--- src/sv/ued_pkg.sv ---
package ued_pkg;

	// Request field widths and stream packing
	localparam int OPCODE_W   = 3;
	localparam int KEY_IN_W   = 32;
	localparam int POSITION_W = 5;
	localparam int STATUS_W   = 3;
	localparam int DATA_OUT_W = 32;
	localparam int COUNT_W    = 5;
	localparam int S_TDATA_W  = 40;
	localparam int M_TDATA_W  = 40;

	// Request opcodes
	localparam logic [OPCODE_W-1:0] OP_PUSH_BACK  = 3'd0;
	localparam logic [OPCODE_W-1:0] OP_PUSH_FRONT = 3'd1;
	localparam logic [OPCODE_W-1:0] OP_POP_FRONT  = 3'd2;
	localparam logic [OPCODE_W-1:0] OP_POP_BACK   = 3'd3;
	localparam logic [OPCODE_W-1:0] OP_INSERT     = 3'd4;
	localparam logic [OPCODE_W-1:0] OP_ERASE      = 3'd5;
	localparam logic [OPCODE_W-1:0] OP_READ       = 3'd6;
	localparam logic [OPCODE_W-1:0] OP_CLEAR      = 3'd7;

	// Result status codes
	localparam logic [STATUS_W-1:0] ST_OK     = 3'd0;
	localparam logic [STATUS_W-1:0] ST_DUP    = 3'd1;
	localparam logic [STATUS_W-1:0] ST_FULL   = 3'd2;
	localparam logic [STATUS_W-1:0] ST_EMPTY  = 3'd3;
	localparam logic [STATUS_W-1:0] ST_BADPOS = 3'd4;

	// Broadcast control from the sequencer to every cell
	typedef struct packed {
		logic eval;  // capture compare and read-select results
		logic ins;   // open a slot at the target and load the new key
		logic ers;   // close the slot at the target
	} cell_ctl_t;

endpackage

--- src/sv/ued_cell.sv ---
module ued_cell
	import ued_pkg::*;
#(
	parameter int KEY_WIDTH = 32,
	parameter int CNT_W     = 5,
	parameter int IDX       = 0
) (
	input  logic                 clk,
	input  cell_ctl_t            ctl,
	input  logic [KEY_WIDTH-1:0] req_key,
	input  logic [CNT_W-1:0]     target,
	input  logic [CNT_W-1:0]     count,
	input  logic [KEY_WIDTH-1:0] prev_key,   // key of the cell toward the front
	input  logic [KEY_WIDTH-1:0] next_key,   // key of the cell toward the back
	output logic [KEY_WIDTH-1:0] key_q,
	output logic                 hit_s1,
	output logic [KEY_WIDTH-1:0] rd_s1
);

	localparam logic [CNT_W-1:0] MY_IDX = CNT_W'(IDX);

	logic occupied;
	logic at_target;
	logic past_target;

	assign occupied    = MY_IDX < count;
	assign at_target   = MY_IDX == target;
	assign past_target = MY_IDX > target;

	// Compare and read-select, registered for the commit cycle
	always_ff @(posedge clk) begin
		if (ctl.eval) begin
			hit_s1 <= occupied && (key_q == req_key);
			rd_s1  <= (occupied && at_target) ? key_q : '0;
		end
	end

	// Shift toward the back on insert, toward the front on erase
	always_ff @(posedge clk) begin
		if (ctl.ins) begin
			if (at_target) begin
				key_q <= req_key;
			end else if (past_target) begin
				key_q <= prev_key;
			end
		end else if (ctl.ers) begin
			if (at_target || past_target) begin
				key_q <= next_key;
			end
		end
	end

endmodule

--- src/sv/unique_entry_deque_top.sv ---
// Ordered double-ended queue of up to DEPTH keys that never stores a key twice.
// Requests (push back/front, pop front/back, insert, erase and read at a
// position from the front, clear) arrive on the s_ stream; each yields exactly
// one result on the m_ stream with a status, the key removed or read (zero
// otherwise) and the entry count afterwards. Keys live in a row of cells, one
// per entry, that all compare against the request key at once and shift one
// place toward the back on insert or toward the front on erase. A request is
// accepted, compared in every cell, then reduced and committed; requests are
// handled one at a time, and the next one is taken as soon as the previous has
// committed, even while its result still waits in the output register. Commit
// stalls only while that output register is still occupied and not being
// drained.
module unique_entry_deque_top
	import ued_pkg::*;
#(
	parameter int DEPTH     = 16,
	parameter int KEY_WIDTH = 32
) (
	input  logic                 clk,
	input  logic                 arst_n,
	input  logic                 s_tvalid,
	output logic                 s_tready,
	input  logic [S_TDATA_W-1:0] s_tdata,   // opcode[2:0], key_value[34:3], position[39:35]
	output logic                 m_tvalid,
	input  logic                 m_tready,
	output logic [M_TDATA_W-1:0] m_tdata    // status[2:0], data_out[34:3], entry_count[39:35]
);

	localparam int CNT_W = $clog2(DEPTH + 1);
	localparam int CMP_W = (CNT_W > POSITION_W) ? CNT_W : POSITION_W;

	typedef enum logic [1:0] {
		IDLE,
		EVAL,
		COMMIT
	} state_t;

	state_t                  state_q;
	logic [OPCODE_W-1:0]     op_q;
	logic [KEY_WIDTH-1:0]    key_q;
	logic [POSITION_W-1:0]   pos_q;
	logic [CNT_W-1:0]        count_q;
	logic                    out_valid_q;
	logic [M_TDATA_W-1:0]    out_data_q;

	logic [KEY_WIDTH-1:0]    cell_key [DEPTH];
	logic [KEY_WIDTH-1:0]    cell_rd  [DEPTH];
	logic [DEPTH-1:0]        cell_hit;

	cell_ctl_t               ctl;
	logic                    go;
	logic                    dup;
	logic                    full;
	logic [KEY_WIDTH-1:0]    rd_key;
	logic [CMP_W-1:0]        pos_ext;
	logic [CMP_W-1:0]        count_ext;
	logic [CNT_W-1:0]        target;
	logic [STATUS_W-1:0]     status;
	logic                    take_data;
	logic [CNT_W-1:0]        count_nxt;

	assign s_tready  = state_q == IDLE;
	assign m_tvalid  = out_valid_q;
	assign m_tdata   = out_data_q;

	assign pos_ext   = CMP_W'(pos_q);
	assign count_ext = CMP_W'(count_q);
	assign full      = count_q == CNT_W'(DEPTH);
	assign go        = (state_q == COMMIT) && (!out_valid_q || m_tready);

	// Slot that the request works on
	always_comb begin
		unique case (op_q) inside
			OP_PUSH_BACK: target = count_q;
			OP_PUSH_FRONT, OP_POP_FRONT: target = '0;
			OP_POP_BACK: target = count_q - CNT_W'(1);
			default: target = CNT_W'(pos_ext);
		endcase
	end

	// Reduce the cell results
	always_comb begin
		dup    = |cell_hit;
		rd_key = '0;
		for (int i = 0; i < DEPTH; i++) begin
			rd_key = rd_key | cell_rd[i];
		end
	end

	// Decide status and shift for the request in commit
	always_comb begin
		status    = ST_OK;
		take_data = 1'b0;
		ctl.eval  = state_q == EVAL;
		ctl.ins   = 1'b0;
		ctl.ers   = 1'b0;
		count_nxt = count_q;
		unique case (op_q) inside
			OP_PUSH_BACK, OP_PUSH_FRONT: begin
				if (dup) begin
					status = ST_DUP;
				end else if (full) begin
					status = ST_FULL;
				end else begin
					ctl.ins   = go;
					count_nxt = count_q + CNT_W'(1);
				end
			end
			OP_POP_FRONT, OP_POP_BACK: begin
				if (count_q == '0) begin
					status = ST_EMPTY;
				end else begin
					take_data = 1'b1;
					ctl.ers   = go;
					count_nxt = count_q - CNT_W'(1);
				end
			end
			OP_INSERT: begin
				if (pos_ext > count_ext) begin
					status = ST_BADPOS;
				end else if (dup) begin
					status = ST_DUP;
				end else if (full) begin
					status = ST_FULL;
				end else begin
					ctl.ins   = go;
					count_nxt = count_q + CNT_W'(1);
				end
			end
			OP_ERASE: begin
				if (pos_ext >= count_ext) begin
					status = ST_BADPOS;
				end else begin
					take_data = 1'b1;
					ctl.ers   = go;
					count_nxt = count_q - CNT_W'(1);
				end
			end
			OP_READ: begin
				if (pos_ext >= count_ext) begin
					status = ST_BADPOS;
				end else begin
					take_data = 1'b1;
				end
			end
			OP_CLEAR: begin
				count_nxt = '0;
			end
			default: begin
				status = ST_OK;
			end
		endcase
	end

	// Sequencer, request registers, count and output register
	always_ff @(posedge clk or negedge arst_n) begin
		if (!arst_n) begin
			state_q     <= IDLE;
			op_q        <= OP_PUSH_BACK;
			key_q       <= '0;
			pos_q       <= '0;
			count_q     <= '0;
			out_valid_q <= 1'b0;
			out_data_q  <= '0;
		end else begin
			// Result register fills on commit, empties on an output transfer
			if (go) begin
				out_valid_q <= 1'b1;
			end else if (m_tready) begin
				out_valid_q <= 1'b0;
			end
			unique case (state_q)
				IDLE: begin
					if (s_tvalid) begin
						op_q    <= s_tdata[OPCODE_W-1:0];
						key_q   <= KEY_WIDTH'(s_tdata[OPCODE_W +: KEY_IN_W]);
						pos_q   <= s_tdata[OPCODE_W+KEY_IN_W +: POSITION_W];
						state_q <= EVAL;
					end
				end
				EVAL: begin
					state_q <= COMMIT;
				end
				COMMIT: begin
					if (go) begin
						count_q     <= count_nxt;
						out_data_q  <= {COUNT_W'(count_nxt),
							take_data ? DATA_OUT_W'(rd_key) : DATA_OUT_W'(0), status};
						state_q     <= IDLE;
					end
				end
				default: begin
					state_q <= IDLE;
				end
			endcase
		end
	end

	// Row of key cells, front at cell 0
	for (genvar g = 0; g < DEPTH; g++) begin : g_cell
		logic [KEY_WIDTH-1:0] prev_key;
		logic [KEY_WIDTH-1:0] next_key;

		if (g == 0) begin : g_front
			assign prev_key = key_q;
		end else begin : g_mid_front
			assign prev_key = cell_key[g-1];
		end

		if (g == DEPTH - 1) begin : g_back
			assign next_key = cell_key[g];
		end else begin : g_mid_back
			assign next_key = cell_key[g+1];
		end

		ued_cell #(
			.KEY_WIDTH(KEY_WIDTH),
			.CNT_W    (CNT_W),
			.IDX      (g)
		) u_cell (
			.clk     (clk),
			.ctl     (ctl),
			.req_key (key_q),
			.target  (target),
			.count   (count_q),
			.prev_key(prev_key),
			.next_key(next_key),
			.key_q   (cell_key[g]),
			.hit_s1  (cell_hit[g]),
			.rd_s1   (cell_rd[g])
		);
	end

endmodule

--- config.mk ---
export PLATFORM = sky130hd
export DESIGN_NAME = unique_entry_deque_top
export DESIGN_NICKNAME = d
export VERILOG_FILES = /design/src/sv/ued_pkg.sv /design/src/sv/ued_cell.sv /design/src/sv/unique_entry_deque_top.sv
export SDC_FILE = /design/constraint.sdc
export NUM_CORES = 2
export LEC_CHECK = 0
export ABC_AREA = 1
export BUFFER_PORTS_ARGS = -buffer_cell sky130_fd_sc_hd__buf_2
export CAP_MARGIN = 30
export CORE_ASPECT_RATIO = 1.5
export CORE_MARGIN = 4
export CORE_UTILIZATION = 55
export DETAILED_ROUTE_END_ITERATION = 10
export PLACE_DENSITY = 0.71
export SLEW_MARGIN = 5
export SYNTH_ARGS = -nofsm -noshare
export SYNTH_HDL_FRONTEND = slang
export SYNTH_SLANG_ARGS = --single-unit
--- constraint.sdc ---
create_clock -name clk -period 47.3 [get_ports clk]
set_input_delay 4.73 -clock clk [delete_from_list [all_inputs] [get_ports clk]]
set_output_delay 4.73 -clock clk [all_outputs]
set_load 0.01 [all_outputs]
Word-level counts from Yosys, hierarchy flattened
Index checks and enable logic that the tools add are counted.

Magnitude comparators: 34. Reduce and logical (&&, ||, !) cells: 96. Add/subtract/negate cells: 2. Eq/ne operators: 58. Mux-type cells: 106. Bitwise gates (word level): 15.

Operators by type and width (count): $mux 32 (78); $eq 32x32->1 (16); $or 32x32->32 (15); $ne 3x1->1 const B (15); $reduce_and 3->1 (15); $eq 4x5->1 const A (8); $gt 4x5->1 const A (8); $lt 4x5->1 const A (8); $reduce_bool 2->1 (18); $logic_and 1x1->1 (33); $mux 5 (5); $pmux 5 s5 (1); $eq 3x5->1 const A (4); $gt 3x5->1 const A (4); $lt 3x5->1 const A (4); $logic_or 1x1->1 (16); $reduce_or 16->1 (1); $pmux 5 s3 (1); $eq 3x3->1 const B (4); $pmux 3 s4 (1); $eq 2x5->1 const A (2); $gt 1x5->1 const A (2); $gt 2x5->1 const A (2); $logic_not 5->1 (2); other kinds (23) (48).

Flip-flop bits (word level): 1128. Input port bits: 44. Output and inout bits: 42.

Longest topological paths before layout
Depth after elaboration: 16. Mapped depth: 16.

Cells and area by module
Synthesis repeated with hierarchy kept, for this count alone.

Cell total of the unflattened synthesis: 7116. Area total of the unflattened synthesis: 60289.1 µm².

Modules (own cells, without submodules): unique_entry_deque_top (times used 1, area each 4967.3 µm², cells an instance 664); ued_cell at g_cell[10].u_cell (times used 1, area each 3534.6 µm², cells an instance 409); ued_cell at g_cell[9].u_cell (times used 1, area each 3533.4 µm², cells an instance 404); ued_cell at g_cell[12].u_cell (times used 1, area each 3515.9 µm², cells an instance 410); ued_cell at g_cell[2].u_cell (times used 1, area each 3513.4 µm², cells an instance 406); ued_cell at g_cell[1].u_cell (times used 1, area each 3497.1 µm², cells an instance 397); ued_cell at g_cell[8].u_cell (times used 1, area each 3472.1 µm², cells an instance 409); ued_cell at g_cell[7].u_cell (times used 1, area each 3468.3 µm², cells an instance 399); ued_cell at g_cell[0].u_cell (times used 1, area each 3462.1 µm², cells an instance 413); ued_cell at g_cell[3].u_cell (times used 1, area each 3432.0 µm², cells an instance 401); ued_cell at g_cell[13].u_cell (times used 1, area each 3430.8 µm², cells an instance 405); ued_cell at g_cell[11].u_cell (times used 1, area each 3428.3 µm², cells an instance 399); ued_cell at g_cell[5].u_cell (times used 1, area each 3427.0 µm², cells an instance 400); ued_cell at g_cell[6].u_cell (times used 1, area each 3409.5 µm², cells an instance 404); +3 rows.

Worst setup path after synthesis
Ideal clock, no wire load.

Path type: flip-flop to flip-flop. Start: reg state_q[0]. End: reg state_q[1]. Library setup time: 0.193 ns. Path buffers: 0. Arrival: 24.110 ns. Cell stages (with the launch flop): 4. Setup slack: 22.997 ns. Path through: dfrtp_1 inv_1 nor2_1 o21bai_1.

Cells in the longest elaborated chain, start to end: 4. Elaborated cells between the ends (all ways): 8. Those cells by class: 4 x eq/ne; 1 x mux; 3 x reduce/logical.

RTL lines: start, declared (line unique_entry_deque_top.sv:38) `state_t state_q;`; start signal, assigned (line unique_entry_deque_top.sv:158) `state_q <= IDLE;`; start signal, assigned (line unique_entry_deque_top.sv:178) `state_q <= EVAL;`; start signal, assigned (line unique_entry_deque_top.sv:182) `state_q <= COMMIT;`; $eq 2x2->1 (line unique_entry_deque_top.sv:69, unique_entry_deque_top.sv:172); $logic_and 1x1->1 (line unique_entry_deque_top.sv:69) `assign go = (state_q == COMMIT) && (!out_valid_q || m_tready);`; $ne 2x2->1 (no line); $reduce_and 2->1 (no line).

Parallel ways exist; a longest one is shown, timed or not. A chain may end at the register's enable or synchronous reset.

Worst setup path in the final report
Start: in m_tready. End: reg g_cell[14].u_cell.key_q[11], data pin.

Cells in the longest elaborated chain, start to end: 7.

RTL lines: start, declared (line unique_entry_deque_top.sv:25) `input logic m_tready,`; $logic_or 1x1->1 * (line unique_entry_deque_top.sv:69); $logic_and 1x1->1 * (line unique_entry_deque_top.sv:69); $mux 1 * (line unique_entry_deque_top.sv:102, unique_entry_deque_top.sv:123); $mux 1 * (line unique_entry_deque_top.sv:100) `if (dup) begin`; $mux 1 (line unique_entry_deque_top.sv:119) `if (pos_ext > count_ext) begin`; $pmux 1 s2 * (line unique_entry_deque_top.sv:98) `unique case (op_q) inside`; $mux 32 * (line ued_cell.sv:40) `if (ctl.ins) begin`; end signal, assigned (line ued_cell.sv:42) `key_q <= req_key;`; end signal, assigned (line ued_cell.sv:44) `key_q <= prev_key;`; end signal, assigned (line ued_cell.sv:48) `key_q <= next_key;`; end, declared (line ued_cell.sv:15) `output logic [KEY_WIDTH-1:0] key_q,`.

Mark *: on every way between the ends. The rest lies on a longest branch, timed or not.

==> impl_metrics.yaml <==
routing:
  drt_iter0_markers: 9569
  routedWlPerCell_microns: 33.7
  route.detailed.vias_per_inst: 6.62
  wirelength_microns: 273000
  ant_nets: 0
  vias: 53600
  firstDrtPassIters: 7
  drc: 0
global_routing:
  antenna_found_initial: 4
  track_usage: 0.479
  grt_pass1_vias: 50200
  overflow: 0
  grt_first_pass_wirelength_microns: 378000
  grt_max_degree: 167
clock_network:
  htreeDepth: 3
  postCtsSetupRepairBufs: 0
  cts_root_buf: "clkbuf_16"
  hold_buffers: 0
  tritoncts: "yes"
  clk_path_buf_depth: 3
  worstSkewPairLatency_ps: 770
  clkTransAtPathRegs_ps: 60
  post_cts_resize_count: 0
  cts_sinks: 1123
  cts_made_buffers: 110
sta:
  timing.final.crit_share: 0.176
  setup_viol: 0
  tightest_slew_ps: 1360
  finalHoldViolCount: 0
  clock.fmax_ghz: 0.120
  drv_slew: 0
  finClkSkew_ps: 35.2
  tns_ps: 0
  rsz0062_at_grt: "no"
  fin_crit_ps: 8320
  slew-limit-headroom: 0.0943
  worst_slack_ps: 38980
cells_and_area:
  areaGrowthSynthToFinish_pct: 9.34
  fin_nets: 6649
  utilization: 0.606
  final_layout_size_suffix_gt1_frac: 0.0733
  fin_cells: 8094
placement:
  pre_cts_slack_ps: 38480
  dp_hpwl_microns: 191000
  dp_cells: 7874
  port_buffers: 85
  place.gp.congestion: 1.09
critical_path:
  worst-endpoint-arrival_ps: 8750
  end_kind: "flip-flop"
  timing.critical_path.buf_inv: 4
  critPathTopFamily: "buffers and inverters"
  crit_fanout: 90
  cpPeakStageDelay_ps: 900
  worstRegToRegCells: 12
  critPathSlowestCell: "buf_4"
  crit_chain: "buf_2 > nor2_1 > nor2_4 > buf_4 > nand2_1 > nor2_1 > nand3_1 > nand2_4 > buf_4 > buf_4 > o21ai_0"
  cp.required_ps: 47740
  cp_common_cell: "buf_4"
  worstSetupStartpointType: "input port"
  cp.depth: 11
  r2r_slack_ps: 41720
  worstSetupPathType: "input port to flip-flop"
min_path:
  hold_path_depth: 1
  hold_class: "flip-flop to flip-flop"
synth:
  syn-cell-area_sq_um: 58600
  synthDominantCellAreaShare: 0.533
  synthCells: 6691
  synth.distinct_cells: 41
  avgSynthCellArea_sq_um: 8.75
  synthTopCellsByArea: "edfxtp_1 53%, nand2_1 13%, nand3_1 4.8%"
  yosysWarningCount: 0
  async_flop_share: 0.0739
  yosys-top-cells-count: "2,054 x nand2_1, 1,040 x edfxtp_1, 682 x nor2_1, 566 x inv_1, 560 x nand3_1"
  ys.flop_type: "edfxtp_1"
  yosysSeqAreaShare: 0.569
  synth_edf_count: 1040
  yosysMostFrequentCell: "nand2_1"
  synth_area_leader_cell: "edfxtp_1"
  syn-num-nets: 6744
  synth.ff_latch_count: 1123
power_and_ir_drop:
  p_sw_mw: 1.64
  pwr-share-seq: 0.359
  leakagePower_nw: 26.3
  p_int_mw: 1.99
  peakVddDrop_uv: 55.2
  p_clk_frac: 0.246
  combPwrFrac: 0.395
  sw_frac_of_total: 0.453
  p_per_area_nw_per_um2: 56.7
floorplanning:
  fp-row-count: 146
  start_util: 0.555
  io_pins: 86
  die_w_microns: 274
  die_area_sq_um: 112000
  fp.coreArea_sq_um: 106000
  die_h_microns: 408
outcome:
  status: "completed"
flow_run:
  drv_cap: 0
-- logic make-up (layout without fill, tap and decap cells) --
logic type,Yosys count,count (layout),share of synthesized area
flops,1123,1123,0.569
buf+inv,1062,1056,0.0719
fa+ha+maj,9,9,0.00192
compound gates,445,445,0.0438
simple gates,3848,3848,0.283
xor+xnor,204,204,0.0305
other cells,0,3,0
-- layout by cell type (no fill, tap or decap), types with 6 or more instances in the layout --
master      Yosys  layout
inv_2          11      10
buf_16          0       7
nand4_1       375     375
nor2_1        682     663
nand2_1      2054    2051
bufinv_16       0       7
a21oi_1        17      17
clkbuf_16       0     111
buf_12          0       7
nand3_1       560     560
clkinvlp_4      0      16
inv_1         566     563
clkinv_2        0      17
ha_1            9       9
o22ai_1       135     135
buf_2         135      93
clkinv_1       12      33
nor2_4          4      26
edfxtp_1     1040    1040
nand3b_1        6       6
nor3_1         12      11
clkbuf_8        0       9
dfrtp_1        83      81
clkbuf_1      258      18
o21ai_1        15      14
a221oi_1       40      40
nor4_1        132     131
clkbuf_2        0       7
xnor2_1       177     177
o21ai_0       232     232
buf_4           7     151
xor2_1         27      27
-- final cells by class --
cell class	count	area (sq um)
well taps	1406	1760
fillers	9507	41600
repair buffers	266	1970
clock inverters	63	547
inverters	589	2220
multi-input cells	4506	21200
clock buffers	138	2970
flip-flops and latches	1123	33300
diodes	3	7.51
-- through the flow --
step	total power [mW]	cell area [sq um]	hold WS, ps
6_report	3.63	64000	472
3_3_place_gp	2.62	60100	457
4_1_cts	3.50	63800	474
2_1_floorplan	2.10	58600	475
3_5_place_dp	2.64	60300	460
5_1_grt	3.66	64000	494
-- power groups by stage --
stage | Combinational, mW | Clock [mW] | Sequential [mW]
2_1_floorplan | 0.722 | 0 | 1.38
3_3_place_gp | 1.30 | 0 | 1.32
3_5_place_dp | 1.32 | 0 | 1.32
4_1_cts | 1.32 | 0.885 | 1.30
5_1_grt | 1.43 | 0.928 | 1.31
6_report | 1.43 | 0.893 | 1.30
-- layer usage --
layer,track usage,share of wire,vias to the layer above
met4,0.446,0.13,4
met5,0,0.00013,-
met2,0.725,0.43,4792
met3,0.130,0.13,1440
li1,-,-,22300
met1,0.547,0.30,25000
-- state kept, by name, indices dropped and copies added, names as in the netlist, named ones only --
signal and count:
g_cell.prev_key 32, g_cell.u_cell.hit_s1 16, g_cell.u_cell.key_q 512, g_cell.u_cell.rd_s1 512, m_tdata 35, m_tvalid 1, op_q 3, pos_ext 5
state_q 2
-- worst register-to-register path: cells and delay by family (launching register included) --
kind / cells / cell delay, ps
buf+inv: 3 / 2250
simple gates: 7 / 1430
fa+ha+maj: 1 / 390
compound gates: 1 / 310
flops: 1 / 880
-- path summary, 6_finish.rpt --
kind | from | endpoint
min in group asynchronous | arst_n | m_tdata[12]
setup / recovery | m_tready | g_cell[14].u_cell.key_q[11]
hold reg to reg | m_tdata[2] | m_tdata[2]
hold / removal | m_tdata[2] | m_tdata[2]
max in group asynchronous | arst_n | m_tdata[31]
setup reg to reg | flip-flop | g_cell[14].u_cell.key_q[11]
No activity file was read; power rests on OpenSTA's default activity.
